==> config.mk <==
export PLATFORM = sky130hd
export DESIGN_NAME = framed_link_with_ack_timeout_top
export DESIGN_NICKNAME = d
export VERILOG_FILES = /design/src/rtl/core/fla_pkg.sv /design/src/rtl/core/fla_cfg.sv /design/src/rtl/core/fla_core.sv /design/src/rtl/core/fla_out.sv /design/src/rtl/core/framed_link_with_ack_timeout_top.sv
export SDC_FILE = /design/constraint.sdc
export NUM_CORES = 1
export LEC_CHECK = 0
export BUFFER_PORTS_ARGS = -buffer_cell sky130_fd_sc_hd__buf_2
export CAP_MARGIN = 15
export CORE_UTILIZATION = 35
export DETAILED_ROUTE_END_ITERATION = 7
export PLACE_DENSITY = 0.5
export SLEW_MARGIN = 10
export SYNTH_ARGS = -nofsm -noshare
export SYNTH_HDL_FRONTEND = slang
export SYNTH_SLANG_ARGS = --single-unit
==> constraint.sdc <==
create_clock -name i_clk -period 4.5 [get_ports i_clk]
set_input_delay 0.9 -clock i_clk [delete_from_list [all_inputs] [get_ports i_clk]]
set_output_delay 0.9 -clock i_clk [all_outputs]
set_load 0.05 [all_outputs]
==> src/rtl/core/fla_pkg.sv <==
// shared types, codes and constants of the framed link engine
package fla_pkg;

    // frame layout
    localparam int FRAME_LENGTH = 5;
    localparam int POS_W        = 3;
    localparam int FB_DEPTH     = 3;
    localparam logic [POS_W-1:0] POS_HUNT = 3'd0;

    // field widths
    localparam int BYTE_W = 8;
    localparam int WAIT_W = 20;
    localparam int CMD_W  = 2;
    localparam int KIND_W = 3;
    localparam int IDX_W  = 3;

    // default timer width
    localparam int TIMER_BITS_DEF = 20;

    // result run of one item
    localparam int RUN_MAX = 5;
    localparam int CNT_W   = 3;

    // input commands
    localparam logic [CMD_W-1:0] CMD_RX    = 2'd0;
    localparam logic [CMD_W-1:0] CMD_TICK  = 2'd1;
    localparam logic [CMD_W-1:0] CMD_SEND  = 2'd2;
    localparam logic [CMD_W-1:0] CMD_CLEAR = 2'd3;

    // event kinds
    localparam logic [KIND_W-1:0] EV_TX       = 3'd0;
    localparam logic [KIND_W-1:0] EV_CMD_RX   = 3'd1;
    localparam logic [KIND_W-1:0] EV_ACK_TO   = 3'd2;
    localparam logic [KIND_W-1:0] EV_CYCLE_TO = 3'd3;
    localparam logic [KIND_W-1:0] EV_VERSION  = 3'd4;

    // register indexes
    localparam logic [IDX_W-1:0] REG_START_CODE    = 3'd0;
    localparam logic [IDX_W-1:0] REG_END_CODE      = 3'd1;
    localparam logic [IDX_W-1:0] REG_ACK_WAIT      = 3'd2;
    localparam logic [IDX_W-1:0] REG_CYCLE_WAIT    = 3'd3;
    localparam logic [IDX_W-1:0] REG_DISP_START    = 3'd4;
    localparam logic [IDX_W-1:0] REG_DISP_DONE     = 3'd5;
    localparam logic [IDX_W-1:0] REG_VERSION_QUERY = 3'd6;

    // register reset values
    localparam logic [WAIT_W-1:0] ACK_WAIT_RST   = 20'd5000;
    localparam logic [WAIT_W-1:0] CYCLE_WAIT_RST = 20'd10000;

    typedef struct packed {
        logic [BYTE_W-1:0] start_code;
        logic [BYTE_W-1:0] end_code;
        logic [WAIT_W-1:0] ack_wait_ticks;
        logic [WAIT_W-1:0] cycle_wait_ticks;
        logic [BYTE_W-1:0] dispense_start_code;
        logic [BYTE_W-1:0] dispense_done_code;
        logic [BYTE_W-1:0] version_query_code;
    } t_cfg;

    typedef struct packed {
        logic [CNT_W-1:0]                   cnt;
        logic [RUN_MAX-1:0][KIND_W-1:0]     kind;
        logic [RUN_MAX-1:0][BYTE_W-1:0]     value;
        logic [BYTE_W-1:0]                  product_kind;
        logic [BYTE_W-1:0]                  firmware_rev;
        logic [BYTE_W-1:0]                  cycle_total;
        logic                               version_valid;
    } t_run;

endpackage

==> src/rtl/core/fla_cfg.sv <==
// configuration register file of the framed link engine
module fla_cfg
    import fla_pkg::*;
(
    input  logic              i_clk,
    input  logic              i_rst_n,
    input  logic              i_cfg_valid,
    output logic              o_cfg_ready,
    input  logic [IDX_W-1:0]  i_cfg_index,
    input  logic [WAIT_W-1:0] i_cfg_data,
    output t_cfg              o_cfg
);

    t_cfg r_cfg;

    // always able to take a write
    assign o_cfg_ready = 1'b1;
    assign o_cfg       = r_cfg;

    // register writes, unknown indexes dropped
    always_ff @(posedge i_clk) begin
        if (!i_rst_n) begin
            r_cfg.start_code          <= '0;
            r_cfg.end_code            <= '0;
            r_cfg.ack_wait_ticks      <= ACK_WAIT_RST;
            r_cfg.cycle_wait_ticks    <= CYCLE_WAIT_RST;
            r_cfg.dispense_start_code <= '0;
            r_cfg.dispense_done_code  <= '0;
            r_cfg.version_query_code  <= '0;
        end else if (i_cfg_valid && o_cfg_ready) begin
            case (i_cfg_index)
                REG_START_CODE:    r_cfg.start_code          <= i_cfg_data[BYTE_W-1:0];
                REG_END_CODE:      r_cfg.end_code            <= i_cfg_data[BYTE_W-1:0];
                REG_ACK_WAIT:      r_cfg.ack_wait_ticks      <= i_cfg_data;
                REG_CYCLE_WAIT:    r_cfg.cycle_wait_ticks    <= i_cfg_data;
                REG_DISP_START:    r_cfg.dispense_start_code <= i_cfg_data[BYTE_W-1:0];
                REG_DISP_DONE:     r_cfg.dispense_done_code  <= i_cfg_data[BYTE_W-1:0];
                REG_VERSION_QUERY: r_cfg.version_query_code  <= i_cfg_data[BYTE_W-1:0];
                default: ;
            endcase
        end
    end

endmodule

==> src/rtl/core/fla_core.sv <==
// link state: receive framing, timers, version capture and result run build
module fla_core
    import fla_pkg::*;
#(
    parameter int TIMER_BITS = TIMER_BITS_DEF
)
(
    input  logic              i_clk,
    input  logic              i_rst_n,
    input  logic              i_accept,
    input  logic [CMD_W-1:0]  i_cmd,
    input  logic [BYTE_W-1:0] i_rx_value,
    input  logic [BYTE_W-1:0] i_send_command,
    input  logic [BYTE_W-1:0] i_send_data,
    input  t_cfg              i_cfg,
    output t_run              o_run
);

    localparam int WIDE_W = (TIMER_BITS > WAIT_W) ? TIMER_BITS : WAIT_W;

    logic [POS_W-1:0]      r_pos,  n_pos;
    logic [BYTE_W-1:0]     r_fb [0:FB_DEPTH-1];
    logic [BYTE_W-1:0]     n_fb [0:FB_DEPTH-1];
    logic [TIMER_BITS-1:0] r_ack,  n_ack;
    logic [TIMER_BITS-1:0] r_cyc,  n_cyc;
    logic                  r_await, n_await;
    logic [BYTE_W-1:0]     r_vs [0:FB_DEPTH-1];
    logic [BYTE_W-1:0]     n_vs [0:FB_DEPTH-1];
    logic                  r_ok,   n_ok;

    logic [TIMER_BITS-1:0] ack_arm;
    logic [TIMER_BITS-1:0] cyc_arm;
    logic                  ack_exp;
    logic                  cyc_exp;
    t_run                  run;

    // arming value: zero arms for one tick, large waits saturate
    function automatic logic [TIMER_BITS-1:0] arm_value(input logic [WAIT_W-1:0] wait_ticks);
        logic [WIDE_W-1:0] wide_wait;
        logic [WIDE_W-1:0] wide_max;
        logic [TIMER_BITS-1:0] res;
        wide_wait = WIDE_W'(wait_ticks);
        wide_max  = WIDE_W'({TIMER_BITS{1'b1}});
        if (wide_wait == '0) begin
            res = TIMER_BITS'(1);
        end else if (wide_wait > wide_max) begin
            res = {TIMER_BITS{1'b1}};
        end else begin
            res = TIMER_BITS'(wide_wait);
        end
        return res;
    endfunction

    assign ack_arm = arm_value(i_cfg.ack_wait_ticks);
    assign cyc_arm = arm_value(i_cfg.cycle_wait_ticks);
    assign ack_exp = (r_ack == TIMER_BITS'(1));
    assign cyc_exp = (r_cyc == TIMER_BITS'(1));

    // next state and result run of the item at the input
    always_comb begin
        n_pos   = r_pos;
        n_ack   = r_ack;
        n_cyc   = r_cyc;
        n_await = r_await;
        n_ok    = r_ok;
        for (int i = 0; i < FB_DEPTH; i++) begin
            n_fb[i] = r_fb[i];
            n_vs[i] = r_vs[i];
        end
        run = '0;

        if (i_accept) begin
            case (i_cmd)
                CMD_RX: begin
                    case (r_pos)
                        POS_HUNT: begin
                            if (i_rx_value == i_cfg.start_code) begin
                                n_pos = 3'd1;
                            end
                        end
                        3'd1, 3'd2, 3'd3: begin
                            n_fb[2'(r_pos - 3'd1)] = i_rx_value;
                            n_pos = r_pos + 3'd1;
                        end
                        default: begin
                            // end byte: judge the frame
                            n_pos = POS_HUNT;
                            if (i_rx_value == i_cfg.end_code) begin
                                n_ack = '0;
                                if (r_fb[0] == i_cfg.dispense_done_code) begin
                                    n_cyc = '0;
                                end
                                if (r_fb[0] == i_cfg.version_query_code) begin
                                    n_await = 1'b1;
                                end else if (r_await) begin
                                    for (int i = 0; i < FB_DEPTH; i++) begin
                                        n_vs[i] = r_fb[i];
                                    end
                                    n_ok     = 1'b1;
                                    n_await  = 1'b0;
                                    run.cnt  = 3'd1;
                                    run.kind[0] = EV_VERSION;
                                end else begin
                                    run.cnt      = 3'd1;
                                    run.kind[0]  = EV_CMD_RX;
                                    run.value[0] = r_fb[0];
                                end
                            end
                        end
                    endcase
                end
                CMD_TICK: begin
                    if (r_ack != '0) begin
                        n_ack = r_ack - TIMER_BITS'(1);
                    end
                    if (r_cyc != '0) begin
                        n_cyc = r_cyc - TIMER_BITS'(1);
                    end
                    // ack timeout goes ahead of cycle timeout
                    if (ack_exp && cyc_exp) begin
                        run.cnt     = 3'd2;
                        run.kind[0] = EV_ACK_TO;
                        run.kind[1] = EV_CYCLE_TO;
                    end else if (ack_exp) begin
                        run.cnt     = 3'd1;
                        run.kind[0] = EV_ACK_TO;
                    end else if (cyc_exp) begin
                        run.cnt     = 3'd1;
                        run.kind[0] = EV_CYCLE_TO;
                    end
                end
                CMD_SEND: begin
                    n_pos = POS_HUNT;
                    n_ok  = 1'b0;
                    if (i_send_command == i_cfg.version_query_code) begin
                        n_await = 1'b0;
                    end
                    n_ack = ack_arm;
                    if (i_send_command == i_cfg.dispense_start_code) begin
                        n_cyc = cyc_arm;
                    end
                    run.cnt = CNT_W'(RUN_MAX);
                    for (int i = 0; i < RUN_MAX; i++) begin
                        run.kind[i] = EV_TX;
                    end
                    run.value[0] = i_cfg.start_code;
                    run.value[1] = i_send_command;
                    run.value[2] = i_send_data;
                    run.value[3] = i_send_command + i_send_data;
                    run.value[4] = i_cfg.end_code;
                end
                default: begin
                    // clear
                    n_ack   = '0;
                    n_cyc   = '0;
                    n_await = 1'b0;
                    n_ok    = 1'b0;
                    n_pos   = POS_HUNT;
                end
            endcase
        end

        // version fields as left by this item
        run.product_kind  = n_vs[0];
        run.firmware_rev  = n_vs[1];
        run.cycle_total   = n_vs[2];
        run.version_valid = n_ok;
    end

    assign o_run = run;

    // control state
    always_ff @(posedge i_clk) begin
        if (!i_rst_n) begin
            r_pos   <= POS_HUNT;
            r_ack   <= '0;
            r_cyc   <= '0;
            r_await <= 1'b0;
            r_ok    <= 1'b0;
            for (int i = 0; i < FB_DEPTH; i++) begin
                r_vs[i] <= '0;
            end
        end else begin
            r_pos   <= n_pos;
            r_ack   <= n_ack;
            r_cyc   <= n_cyc;
            r_await <= n_await;
            r_ok    <= n_ok;
            for (int i = 0; i < FB_DEPTH; i++) begin
                r_vs[i] <= n_vs[i];
            end
        end
    end

    // collected frame bytes
    always_ff @(posedge i_clk) begin
        for (int i = 0; i < FB_DEPTH; i++) begin
            r_fb[i] <= n_fb[i];
        end
    end

endmodule

==> src/rtl/core/fla_out.sv <==
// result register: holds one item's run and hands it out a beat at a time
module fla_out
    import fla_pkg::*;
(
    input  logic              i_clk,
    input  logic              i_rst_n,
    input  logic              i_load,
    input  t_run              i_run,
    output logic              o_free,
    output logic              o_valid,
    input  logic              i_stall,
    output logic [KIND_W-1:0] o_event_kind,
    output logic [BYTE_W-1:0] o_event_value,
    output logic              o_last_of_run,
    output logic [BYTE_W-1:0] o_product_kind,
    output logic [BYTE_W-1:0] o_firmware_rev,
    output logic [BYTE_W-1:0] o_cycle_total,
    output logic              o_version_valid
);

    logic [CNT_W-1:0]               r_cnt;
    logic [RUN_MAX-1:0][KIND_W-1:0] r_kind;
    logic [RUN_MAX-1:0][BYTE_W-1:0] r_value;
    logic [BYTE_W-1:0]              r_pk;
    logic [BYTE_W-1:0]              r_fw;
    logic [BYTE_W-1:0]              r_ct;
    logic                           r_vv;
    logic                           take;

    assign take   = o_valid && !i_stall;
    // room for a new run when empty or the last beat leaves now
    assign o_free = (r_cnt == '0) || (r_cnt == CNT_W'(1) && take);

    assign o_valid         = (r_cnt != '0);
    assign o_event_kind    = r_kind[0];
    assign o_event_value   = r_value[0];
    assign o_last_of_run   = (r_cnt == CNT_W'(1));
    assign o_product_kind  = r_pk;
    assign o_firmware_rev  = r_fw;
    assign o_cycle_total   = r_ct;
    assign o_version_valid = r_vv;

    // beat count
    always_ff @(posedge i_clk) begin
        if (!i_rst_n) begin
            r_cnt <= '0;
        end else if (i_load) begin
            r_cnt <= i_run.cnt;
        end else if (take) begin
            r_cnt <= r_cnt - CNT_W'(1);
        end
    end

    // run payload, shifted down as beats leave
    always_ff @(posedge i_clk) begin
        if (i_load) begin
            r_kind  <= i_run.kind;
            r_value <= i_run.value;
            r_pk    <= i_run.product_kind;
            r_fw    <= i_run.firmware_rev;
            r_ct    <= i_run.cycle_total;
            r_vv    <= i_run.version_valid;
        end else if (take) begin
            for (int i = 0; i < RUN_MAX - 1; i++) begin
                r_kind[i]  <= r_kind[i+1];
                r_value[i] <= r_value[i+1];
            end
        end
    end

endmodule

==> src/rtl/core/framed_link_with_ack_timeout_top.sv <==
// top level of the framed link engine with acknowledge and cycle timers
// At most one input beat is taken per cycle. Each beat is handled in the cycle it is
// accepted and its results (none, one, two timeouts, or a sent frame's five bytes) land
// in a result register. A new input beat is taken once that register is empty or its last
// beat is taken. Unless stalled, the register puts out one beat per cycle, items with at
// most one result run at one per cycle and a send holds the input for five output beats.
// Configuration writes are always ready and should only be made while the block is idle.
module framed_link_with_ack_timeout_top
    import fla_pkg::*;
#(
    parameter int TIMER_BITS = TIMER_BITS_DEF
)
(
    input  logic              i_clk,
    input  logic              i_rst_n,
    // input beats
    input  logic              i_valid,
    output logic              o_stall,
    input  logic [CMD_W-1:0]  i_cmd,
    input  logic [BYTE_W-1:0] i_rx_value,
    input  logic [BYTE_W-1:0] i_send_command,
    input  logic [BYTE_W-1:0] i_send_data,
    // result beats
    output logic              o_valid,
    input  logic              i_stall,
    output logic [KIND_W-1:0] o_event_kind,
    output logic [BYTE_W-1:0] o_event_value,
    output logic              o_last_of_run,
    output logic [BYTE_W-1:0] o_product_kind,
    output logic [BYTE_W-1:0] o_firmware_rev,
    output logic [BYTE_W-1:0] o_cycle_total,
    output logic              o_version_valid,
    // configuration writes
    input  logic              i_cfg_valid,
    output logic              o_cfg_ready,
    input  logic [IDX_W-1:0]  i_cfg_index,
    input  logic [WAIT_W-1:0] i_cfg_data
);

    t_cfg cfg;
    t_run run;
    logic free;
    logic accept;

    assign o_stall = !free;
    assign accept  = i_valid && free;

    // configuration registers
    fla_cfg u_cfg (
        .i_clk       (i_clk),
        .i_rst_n     (i_rst_n),
        .i_cfg_valid (i_cfg_valid),
        .o_cfg_ready (o_cfg_ready),
        .i_cfg_index (i_cfg_index),
        .i_cfg_data  (i_cfg_data),
        .o_cfg       (cfg)
    );

    // link state and run build
    fla_core #(
        .TIMER_BITS (TIMER_BITS)
    ) u_core (
        .i_clk          (i_clk),
        .i_rst_n        (i_rst_n),
        .i_accept       (accept),
        .i_cmd          (i_cmd),
        .i_rx_value     (i_rx_value),
        .i_send_command (i_send_command),
        .i_send_data    (i_send_data),
        .i_cfg          (cfg),
        .o_run          (run)
    );

    // result register
    fla_out u_out (
        .i_clk           (i_clk),
        .i_rst_n         (i_rst_n),
        .i_load          (accept),
        .i_run           (run),
        .o_free          (free),
        .o_valid         (o_valid),
        .i_stall         (i_stall),
        .o_event_kind    (o_event_kind),
        .o_event_value   (o_event_value),
        .o_last_of_run   (o_last_of_run),
        .o_product_kind  (o_product_kind),
        .o_firmware_rev  (o_firmware_rev),
        .o_cycle_total   (o_cycle_total),
        .o_version_valid (o_version_valid)
    );

endmodule
==> impl_metrics.toml, run 1 <==
[sta]
rsz0062_at_grt = "false"
whs_ps = 464
setup_viol = 0
finalHoldViolCount = 0
slew_violations = 0
max_clock_freq_mhz = 324
skew_ps = 12.0
period_minus_slack_ps = 3090
tightest_slew_ps = 1030
setup-tns-final_ps = 0
maxSlewHeadroom = 0.308
period_share = 0.686
setup_ws_ps = 1410

[power_and_ir_drop]
pwr-share-seq = 0.412
combPwrFrac = 0.271
clkPwrFrac = 0.318
leakage_nw = 5.00
p_sw_frac = 0.349
power.internal_mw = 4.60
power_mw = 7.06
ir_drop_mv = 0.282
power_density_nw_per_um2 = 541
p_switching_mw = 2.47

[logic_synthesis]
async_flop_share = 0
synthDistinctLibCells = 64
syn_area_um2 = 11400
synth-seq-cells = 245
avgSynthCellArea_um2 = 9.45
synth_top_area_cell = "dfxtp_1"
synth_edf_count = 93
ys_seq_area_frac = 0.514
synth-main-ff-cell = "dfxtp_1"
postSynthCellCount = 1201
yosysTopAreaCellShare = 0.268
syn_nets = 1284
ys_warn_count = 0
synthTopCellsByArea = "dfxtp_1, edfxtp_1, nand2_1, a21oi_1, xnor2_1"

[cells_and_area]
drive_gt1_frac = 0.149
final_cell_area_um2 = 13000
area_delta_synth_final_pct = 14.9
fin_nets = 1354

[die]
coreArea_um2 = 31700
ios = 94
fp.dieArea_um2 = 33200
num_rows = 65
die_h_um = 182
die_w_um = 182
initial_core_util = 0.358

[min_path]
min_path_cells = 2
hold_class = "reg2reg"

[clock_network]
ctsHoldBuffers = 0
cts_tree = "done"
worstSkewPairLatency_ps = 560
clk_pin_slew_ps = 60
clockBufferDepth = 3
clkSinkCount = 245
h-tree-depth = 1
cts_setup_buffers = 0
numCtsBuffers = 28
clockRootBuffer = "clkbuf_16"
cts_resized = 0

[drt]
vias = 8704
ant_nets = 0
vias_per_cell = 5.13
post_drt_wl_per_cell_um = 18.2
wirelength_um = 30900
drt_pre_antenna_iters = 6
drt-initial-drc-count = 544
route.detailed.drc = 0

[worst_setup_path]
cp_max_fo = 27
r2r_slack_ps = 1550
endpoint_kind = "flop"
worstRegToRegCells = 8
critPathMaxStageDelay_ps = 790
cp_data_required_time_ps = 4950
cpMostUsedCell = "inv_1"
path_cells = "buf_2, inv_1, ha_1, inv_1, nor3_1, nand4_2, mux2_2, and2_1"
critPathBufInv = 3
critical_path_class = "in2reg"
start_kind = "primary input"
path_depth = 8
critical-path-top-delay-family = "simple AND/OR/NAND/NOR gates"
critPathSlowestCell = "nand4_2"
critPathArrivalTime_ps = 3530

[global_routing]
grt_usage = 0.186
grt_max_degree = 88
grt_pass1_wl_um = 48700
grt.overflow.total = 0
first_global_vias = 8536
antenna_found_initial = 4

[place]
place_ws_ps = 696
dp_hpwl_um = 21100
place_congestion = 0.820
port_buffers = 92
place_area_um2 = 12100

[status]
status = "complete, no violations"

[run]
maxCapViolCount = 0
[metrics by stage]
| stage | utilization | std cells |
|---|---|---|
| 6_report | 0.411 | 1698 |
| 5_1_grt | 0.411 | 1696 |
| 4_1_cts | 0.411 | 1695 |
| 3_5_place_dp | 0.382 | 1643 |
| 3_3_place_gp | 0.382 | 1643 |
| 2_1_floorplan | - | 1201 |
[layout by cell type, fill, tap and decap left out, types with 6 or more instances in the layout]
cell / n
mux2_2: 24
dfxtp_1: 152
buf_4: 14
nand2b_1: 14
nor2b_1: 8
o22ai_1: 10
nand4_1: 11
o21bai_1: 7
ha_1: 27
a22oi_1: 10
nand2_1: 266
and3_1: 10
a221o_1: 8
buf_2: 92
clkbuf_16: 28
or3_1: 6
and2_1: 37
nand3_1: 41
o21ai_0: 52
clkbuf_1: 10
clkbuf_8: 6
nor3_1: 19
a22o_1: 8
inv_1: 32
xor2_1: 35
nor2_1: 28
xnor2_1: 46
a21oi_1: 99
nor4_1: 27
edfxtp_1: 93
[cells by family after synthesis]
kind of cell / count (synthesis) / share of synthesized area
buffers and inverters: 101 / 0.0394
flip-flops: 245 / 0.514
AO/OA/AOI/OAI: 234 / 0.128
adder cells (fa/ha/maj): 29 / 0.0326
other: 1 / 0.000330
multiplexers: 26 / 0.0256
XOR/XNOR: 81 / 0.0625
AND/OR/NAND/NOR: 484 / 0.198
[synth_stat cells, types with 24 or more instances]
cell and count:
nand3_1 41, mux2_2 24, nand2_1 266, edfxtp_1 93
ha_1 28, a21oi_1 99, inv_1 33, o21ai_0 53
and2_1 37, xnor2_1 46, nor4_1 27, xor2_1 35
dfxtp_1 152, nor2_1 28, clkbuf_1 37
[power by group through the flow]
stage	registers, mW	clock network [mW]	logic, mW
3_5_place_dp	2.96	0	1.93
6_report	2.91	2.24	1.91
4_1_cts	2.92	2.30	1.94
3_3_place_gp	2.96	0	1.92
5_1_grt	2.94	2.38	2.10
2_1_floorplan	3.19	0	1.24
[flip-flops by register name (all words and copies together) (netlist names), 20 cells and up]
signal / cells
u_cfg.o_cfg: 80
u_out.r_value: 32
u_core.r_ack: 20
u_core.r_cyc: 20
u_core.r_vs: 24
u_core.r_fb: 24
[layout make-up]
cell class | count | area, um2
Fill cell | 3222 | 18700
Sequential cell | 245 | 5840
Multi-Input combinational cell | 855 | 5090
Clock buffer | 44 | 821
Timing Repair Buffer | 106 | 566
Tap cell | 402 | 503
Inverter | 35 | 131
Clock inverter | 8 | 92.6
Antenna cell | 3 | 7.51
[final timing paths]
kind	endpoint	start
max	u_core.r_vs[0][7]$_SDFF_PN0_	i_cmd[0]
min reg2reg	u_core.r_ack[5]$_SDFFE_PN0P_	u_core.r_ack[5]$_SDFFE_PN0P_
min	u_core.r_ack[5]$_SDFFE_PN0P_	u_core.r_ack[5]$_SDFFE_PN0P_
max reg2reg	u_core.r_vs[0][7]$_SDFF_PN0_	u_core.r_pos[0]$_SDFFE_PN0P_
[metal layers]
layer  track usage  wire, um  vias to the layer above
met5             0        18                        -
met4        0.0393       541                        2
met3        0.0323      1420                       40
met2         0.313     14500                      156
met1         0.249     14400                     4172
li1              -         -                     4334
[worst reg2reg max path, cell delays in order (launching register included)]
cell	delay, ps
dfxtp_1	380
inv_1	100
ha_1	220
nor3_1	170
o21bai_1	160
a21oi_1	280
nand4_2	780
mux2_2	610
and2_1	160
No activity file was read; power rests on OpenSTA's default activity.
==> run 2, diff against run 1 <==
ABC_AREA = 1   (was default)
PLACE_DENSITY = 0.52   (was 0.5)
clock period = 2.7 ns   (was 4.5 ns; I/O delays follow)
==> run 2 against run 1 <==
Compared with the run above:
- cell count up 30%
- via count increased by 22%
- area after synthesis increased by 8.5%
- hold slack got worse by 240 ps
- sequential share of layout area decreased by 3.5 points
- global-route usage is 0.66 points higher
- largest cell class unchanged
- largest power group unchanged
==> impl_metrics.toml, run 2 <==
[drt]
ant_nets = 0
drt_pre_antenna_iters = 5
vias = 10600
wirelength_um = 34500
route.detailed.drc = 0
post_drt_wl_per_cell_um = 15.6
vias_per_cell = 4.82
drt-initial-drc-count = 729

[min_path]
min_path_cells = 3
hold_class = "in2reg"
hold_start = "i_cfg_data[13]"

[clock_network]
numCtsBuffers = 28
clk_pin_slew_ps = 60
h-tree-depth = 1
clockBufferDepth = 3
cts_setup_buffers = 0
clockRootBuffer = "clkbuf_16"
clkSinkCount = 245
cts_resized = 0
cts_tree = "done"
ctsHoldBuffers = 0
worstSkewPairLatency_ps = 550

[logic_synthesis]
synth-main-ff-cell = "dfxtp_1"
synthDistinctLibCells = 43
synth_edf_count = 93
synth_xor_area_frac = 0.0263
avgSynthCellArea_um2 = 7.46
postSynthCellCount = 1651
synth_top_area_cell = "dfxtp_1"
async_flop_share = 0
ys_warn_count = 0
syn_area_um2 = 12300
synthAdderAreaFrac = 0.0301
synth-compound-area-share = 0.0979
ys_seq_area_frac = 0.474
synth-seq-cells = 245
synth_mux_area_frac = 0
synthTopCellsByArea = "dfxtp_1, edfxtp_1, nand2_1, nor2_1, inv_1"
synth_top_family_by_area = "simple AND/OR/NAND/NOR gates"
syn_nets = 1734
yosys-top-cells-count = "nand2_1, nor2_1, inv_1"
yosysTopAreaCellShare = 0.247
synth_most_common_cell = "nand2_1"
yosys.area_share.simple = 0.279

[place]
dp_hpwl_um = 24700
place_ws_ps = 105
place_congestion = 0.879
port_buffers = 92
placed_cells = 2152

[die]
initial_core_util = 0.357
coreArea_um2 = 34500
die_h_um = 190
num_rows = 68
ios = 94
fp.dieArea_um2 = 35900
die_w_um = 190

[sta]
maxSlewHeadroom = 0.528
period_share = 0.896
whs_ps = 228
rsz0062_at_grt = "false"
setup-tns-final_ps = 0
slew_violations = 0
setup_ws_ps = 281
skew_ps = 21.7
max_clock_freq_mhz = 413
finalHoldViolCount = 0
period_minus_slack_ps = 2420
setup_viol = 0
tightest_slew_ps = 707

[worst_setup_path]
critPathBufInv = 3
critPathSlowestCell = "nor2_8"
start_kind = "flop"
path_depth = 11
critPathMaxStageDelay_ps = 390
worstRegToRegCells = 11
path_cells = "inv_1, ha_1, o21ai_0, nand3_1, inv_1, nand2_2, nor2_8, nand3_4, nand2_1, nand2_1, inv_1"
r2r_start = "u_core.r_pos[0]$_SDFFE_PN0P_"
critPathArrivalTime_ps = 2850
critical-path-top-delay-family = "simple AND/OR/NAND/NOR gates"
endpoint_kind = "flop"
cp_max_fo = 34
cp_data_required_time_ps = 3130
crit_start = "u_core.r_pos[0]$_SDFFE_PN0P_"
critical_path_class = "reg2reg"
cpMostUsedCell = "inv_1"

[cells_and_area]
layout_commonest_cell = "nand2_1"
fin_cells = 2206
fillers = 3673
fin_nets = 1810
area_delta_synth_final_pct = 15.1
largest_register_ffs = 80
final_cell_mix = "nand2_1, nor2_1, inv_1"
drive_gt1_frac = 0.113

[power_and_ir_drop]
leakage_nw = 6.48
power_density_nw_per_um2 = 851
ir_drop_mv = 0.775
power_mw = 12.1

[global_routing]
first_global_vias = 9987
grt_usage = 0.192
grt.overflow.total = 0
grt_pass1_wl_um = 54800
antenna_found_initial = 2
grt_max_degree = 54

[status]
status = "complete, no violations"

[run]
maxCapViolCount = 0
## run 2: cell count changes after synthesis, moves of 36 or more
cell / change
o21ai_0: +49
inv_1: +156
nand2_1: +185
nor2_1: +215
nand3_1: +36
and2_1: -37
## run 2: logic make-up (layout without fill, tap and decap cells)
| kind of cell | after synthesis | in the layout |
|---|---|---|
| AOI/OAI and AO/OA | 227 | 227 |
| xor gates and xnor gates | 37 | 37 |
| adders and majority gates | 29 | 29 |
| buffers and inverters | 275 | 373 |
| DFF | 245 | 245 |
| other | 1 | 3 |
| and+or+nand+nor | 837 | 837 |
## run 2: path summary, 6_finish.rpt
| check | end | slack, ps |
|---|---|---|
| worst max-delay path | u_out.o_cycle_total[1]$_DFFE_PN_ | 280 |
| worst min-delay path | u_cfg.o_cfg[37]$_SDFFE_PN1P_ | 230 |
| worst max register to register | u_out.o_cycle_total[1]$_DFFE_PN_ | 280 |
| worst min register to register | u_core.r_cyc[1]$_SDFFE_PN0P_ | 460 |
## run 2: layout make-up
type,instances,area [um2],share of cell area
Antenna cell,2,5.00,0.000353
Clock buffer,40,806,0.0569
Clock inverter,12,148,0.0104
Inverter,198,744,0.0525
Multi-Input combinational cell,1131,5350,0.377
Sequential cell,245,5840,0.412
Tap cell,455,569,0.0402
Timing Repair Buffer,123,718,0.0507
## run 2: where the power goes
group,switching (mW),internal (mW)
Combinational,2.49,0.900
Clock,1.54,2.36
Sequential,0.197,4.57
Total,4.23,7.83
## run 2: per-layer routing
metal / track usage / vias to the layer above / share of wire
li1: - / 5411 / -
met1: 0.255 / 4958 / 0.46
met2: 0.329 / 220 / 0.47
met3: 0.0291 / 48 / 0.048
met4: 0.0431 / 0 / 0.020
met5: 0 / - / 0
## run 2: stage by stage
stage / area [um2] / utilization
2_1_floorplan: 12300 / -
5_1_grt: 14200 / 0.410
6_report: 14200 / 0.410
4_1_cts: 14200 / 0.410
3_5_place_dp: 13200 / 0.382
3_3_place_gp: 13200 / 0.382
## run 2: worst register-to-register path: cells and delay by family, from the launching register on
family	cells	cell delay, ps
simple gates	6	1300
flops	1	370
compound gates	1	160
fa+ha+maj	1	220
buf+inv	3	260
==> run 3, diff against run 2 <==
CTS_CLUSTER_SIZE = 14   (was default)
PLACE_DENSITY = 0.5   (was 0.52)
clock period = 3.1 ns   (was 2.7 ns; I/O delays follow)
==> run 3 against run 2 <==
Compared with the run above:
- sequential cell count did not move
- die area did not move
- utilization rose by 0.20 points
- routed wire length rose by 1.1%
- clock-buffer cell count fell by 2
- critical path depth did not move
- sequential share of layout area fell by 0.20 points
- via count fell by 1.1%
- maximum frequency fell by 2.8%
- total power fell by 11%
- largest power group unchanged
- cell area rose by 0.49%
- global-route usage rose by 0.31 points
- critical path type unchanged
==> impl_metrics.toml, run 3 (synthesis results as in run 2) <==
[status]
status = "complete, no violations"

[power_and_ir_drop]
p_sw_frac = 0.349
ir_drop_mv = 0.912
p_switching_mw = 3.76
pwr-share-seq = 0.386
power_density_nw_per_um2 = 758
clkPwrFrac = 0.341
combPwrFrac = 0.272
leakage_nw = 6.52
power.internal_mw = 7.03

[clock_network]
numCtsBuffers = 29
clk_pin_slew_ps = 60
cts_tree = "done"
cts_resized = 0
cts_setup_buffers = 0
h-tree-depth = 1
clkSinkCount = 245
ctsHoldBuffers = 0
clockBufferDepth = 3
worstSkewPairLatency_ps = 570
clockRootBuffer = "clkbuf_16"

[cells_and_area]
fillers = 3646
multiInputGateArea_um2 = 5350
final_cell_area_um2 = 14200
largest_register_ffs = 80
num_antenna_cells = 0
fin_nets = 1808
seq_area_um2 = 5840
area_delta_synth_final_pct = 15.6
final_cell_mix = "nand2_1, nor2_1, inv_1"
drive_gt1_frac = 0.115
layout_commonest_cell = "nand2_1"

[drt]
route.detailed.drc = 0
vias = 10500
drt_pre_antenna_iters = 5
post_drt_wl_per_cell_um = 15.8
ant_nets = 0
drt-initial-drc-count = 761
vias_per_cell = 4.78
wirelength_um = 34900

[sta]
whs_ps = 303
setup-tns-final_ps = 0
period_minus_slack_ps = 2490
skew_ps = 22.7
tightest_slew_ps = 679
maxSlewHeadroom = 0.547
finalHoldViolCount = 0
max_clock_freq_mhz = 402
setup_viol = 0
slew_violations = 0
rsz0062_at_grt = "false"
period_share = 0.803

[die]
initial_core_util = 0.357
fp.dieArea_um2 = 35900
die_h_um = 190
die_w_um = 190
num_rows = 68
ios = 94
coreArea_um2 = 34500

[run]
maxCapViolCount = 0

[place]
place_congestion = 0.865
place_area_um2 = 13200
dp_hpwl_um = 24700
port_buffers = 92

[worst_setup_path]
endpoint_kind = "flop"
crit_start = "u_core.r_pos[0]$_SDFFE_PN0P_"
start_kind = "flop"
cp_max_fo = 34
r2r_start = "u_core.r_pos[0]$_SDFFE_PN0P_"
critical_path_class = "reg2reg"
critPathArrivalTime_ps = 2930
cp_data_required_time_ps = 3540

[global_routing]
grt.overflow.total = 0
grt_pass1_wl_um = 55700
grt_max_degree = 86
antenna_found_initial = 0
grt_usage = 0.196
first_global_vias = 10100

[min_path]
hold_start = "i_cfg_data[12]"
hold_class = "in2reg"
run 3: cell types whose count changed in the layout (fill, tap and decap cells not counted), sizes merged:
cell	before	now
clkbuf	40	38
bufinv	3	4
inv	194	195
diode	2	0
clkinv	12	14
buf	123	120
run 3: final timing paths:
| kind | to | slack (ps) | cells past startpoint |
|---|---|---|---|
| worst max register to register | u_out.o_cycle_total[1]$_DFFE_PN_ | 610 | 11 |
| worst min register to register | u_core.r_cyc[1]$_SDFFE_PN0P_ | 470 | 2 |
| worst min-delay path | u_cfg.o_cfg[56]$_SDFFE_PN1P_ | 300 | 3 |
| worst max-delay path | u_out.o_cycle_total[1]$_DFFE_PN_ | 610 | 11 |
run 3: worst max-delay path: stages (launching register included):
cell	delay [ps]
dfxtp_1	380
inv_1	100
ha_1	220
o21ai_0	170
nand3_1	200
inv_1	120
nand2_2	90
nor2_8	380
nand3_4	390
nand2_1	160
nand2_1	80
inv_1	50
run 3: layout make-up:
cell class	instances	area share
Sequential cell	245	0.410
Clock buffer	38	0.0598
Inverter	198	0.0523
Timing Repair Buffer	120	0.0489
Tap cell	455	0.0400
Clock inverter	16	0.0139
Multi-Input combinational cell	1131	0.375
run 3: per-layer routing:
layer	vias to the layer above	global-route usage	part of all wire
met5	-	0	0
met4	0	0.0533	0.025
met3	52	0.0199	0.035
met2	200	0.334	0.47
met1	4857	0.262	0.47
li1	5413	-	-
run 3: per-stage QoR:
| step | std cells | setup slack [ps] | utilization | total power [mW] |
|---|---|---|---|---|
| floorplan | 1651 | 618 | - | 6.46 |
| CTS | 2203 | 550 | 0.412 | 10.9 |
| finish | 2203 | 610 | 0.412 | 10.8 |
| detailed placement | 2149 | 511 | 0.382 | 7.20 |
| global placement | 2149 | 575 | 0.382 | 7.18 |
| global route | 2203 | 293 | 0.412 | 11.4 |
run 3: power by group through the flow:
stage	clock [mW]	combinational, mW	sequential, mW
final	3.68	2.94	4.17
after global routing	3.90	3.25	4.22
after detailed placement	0	2.96	4.24
after CTS	3.77	2.97	4.18
after floorplan	0	1.95	4.51
after global placement	0	2.95	4.23
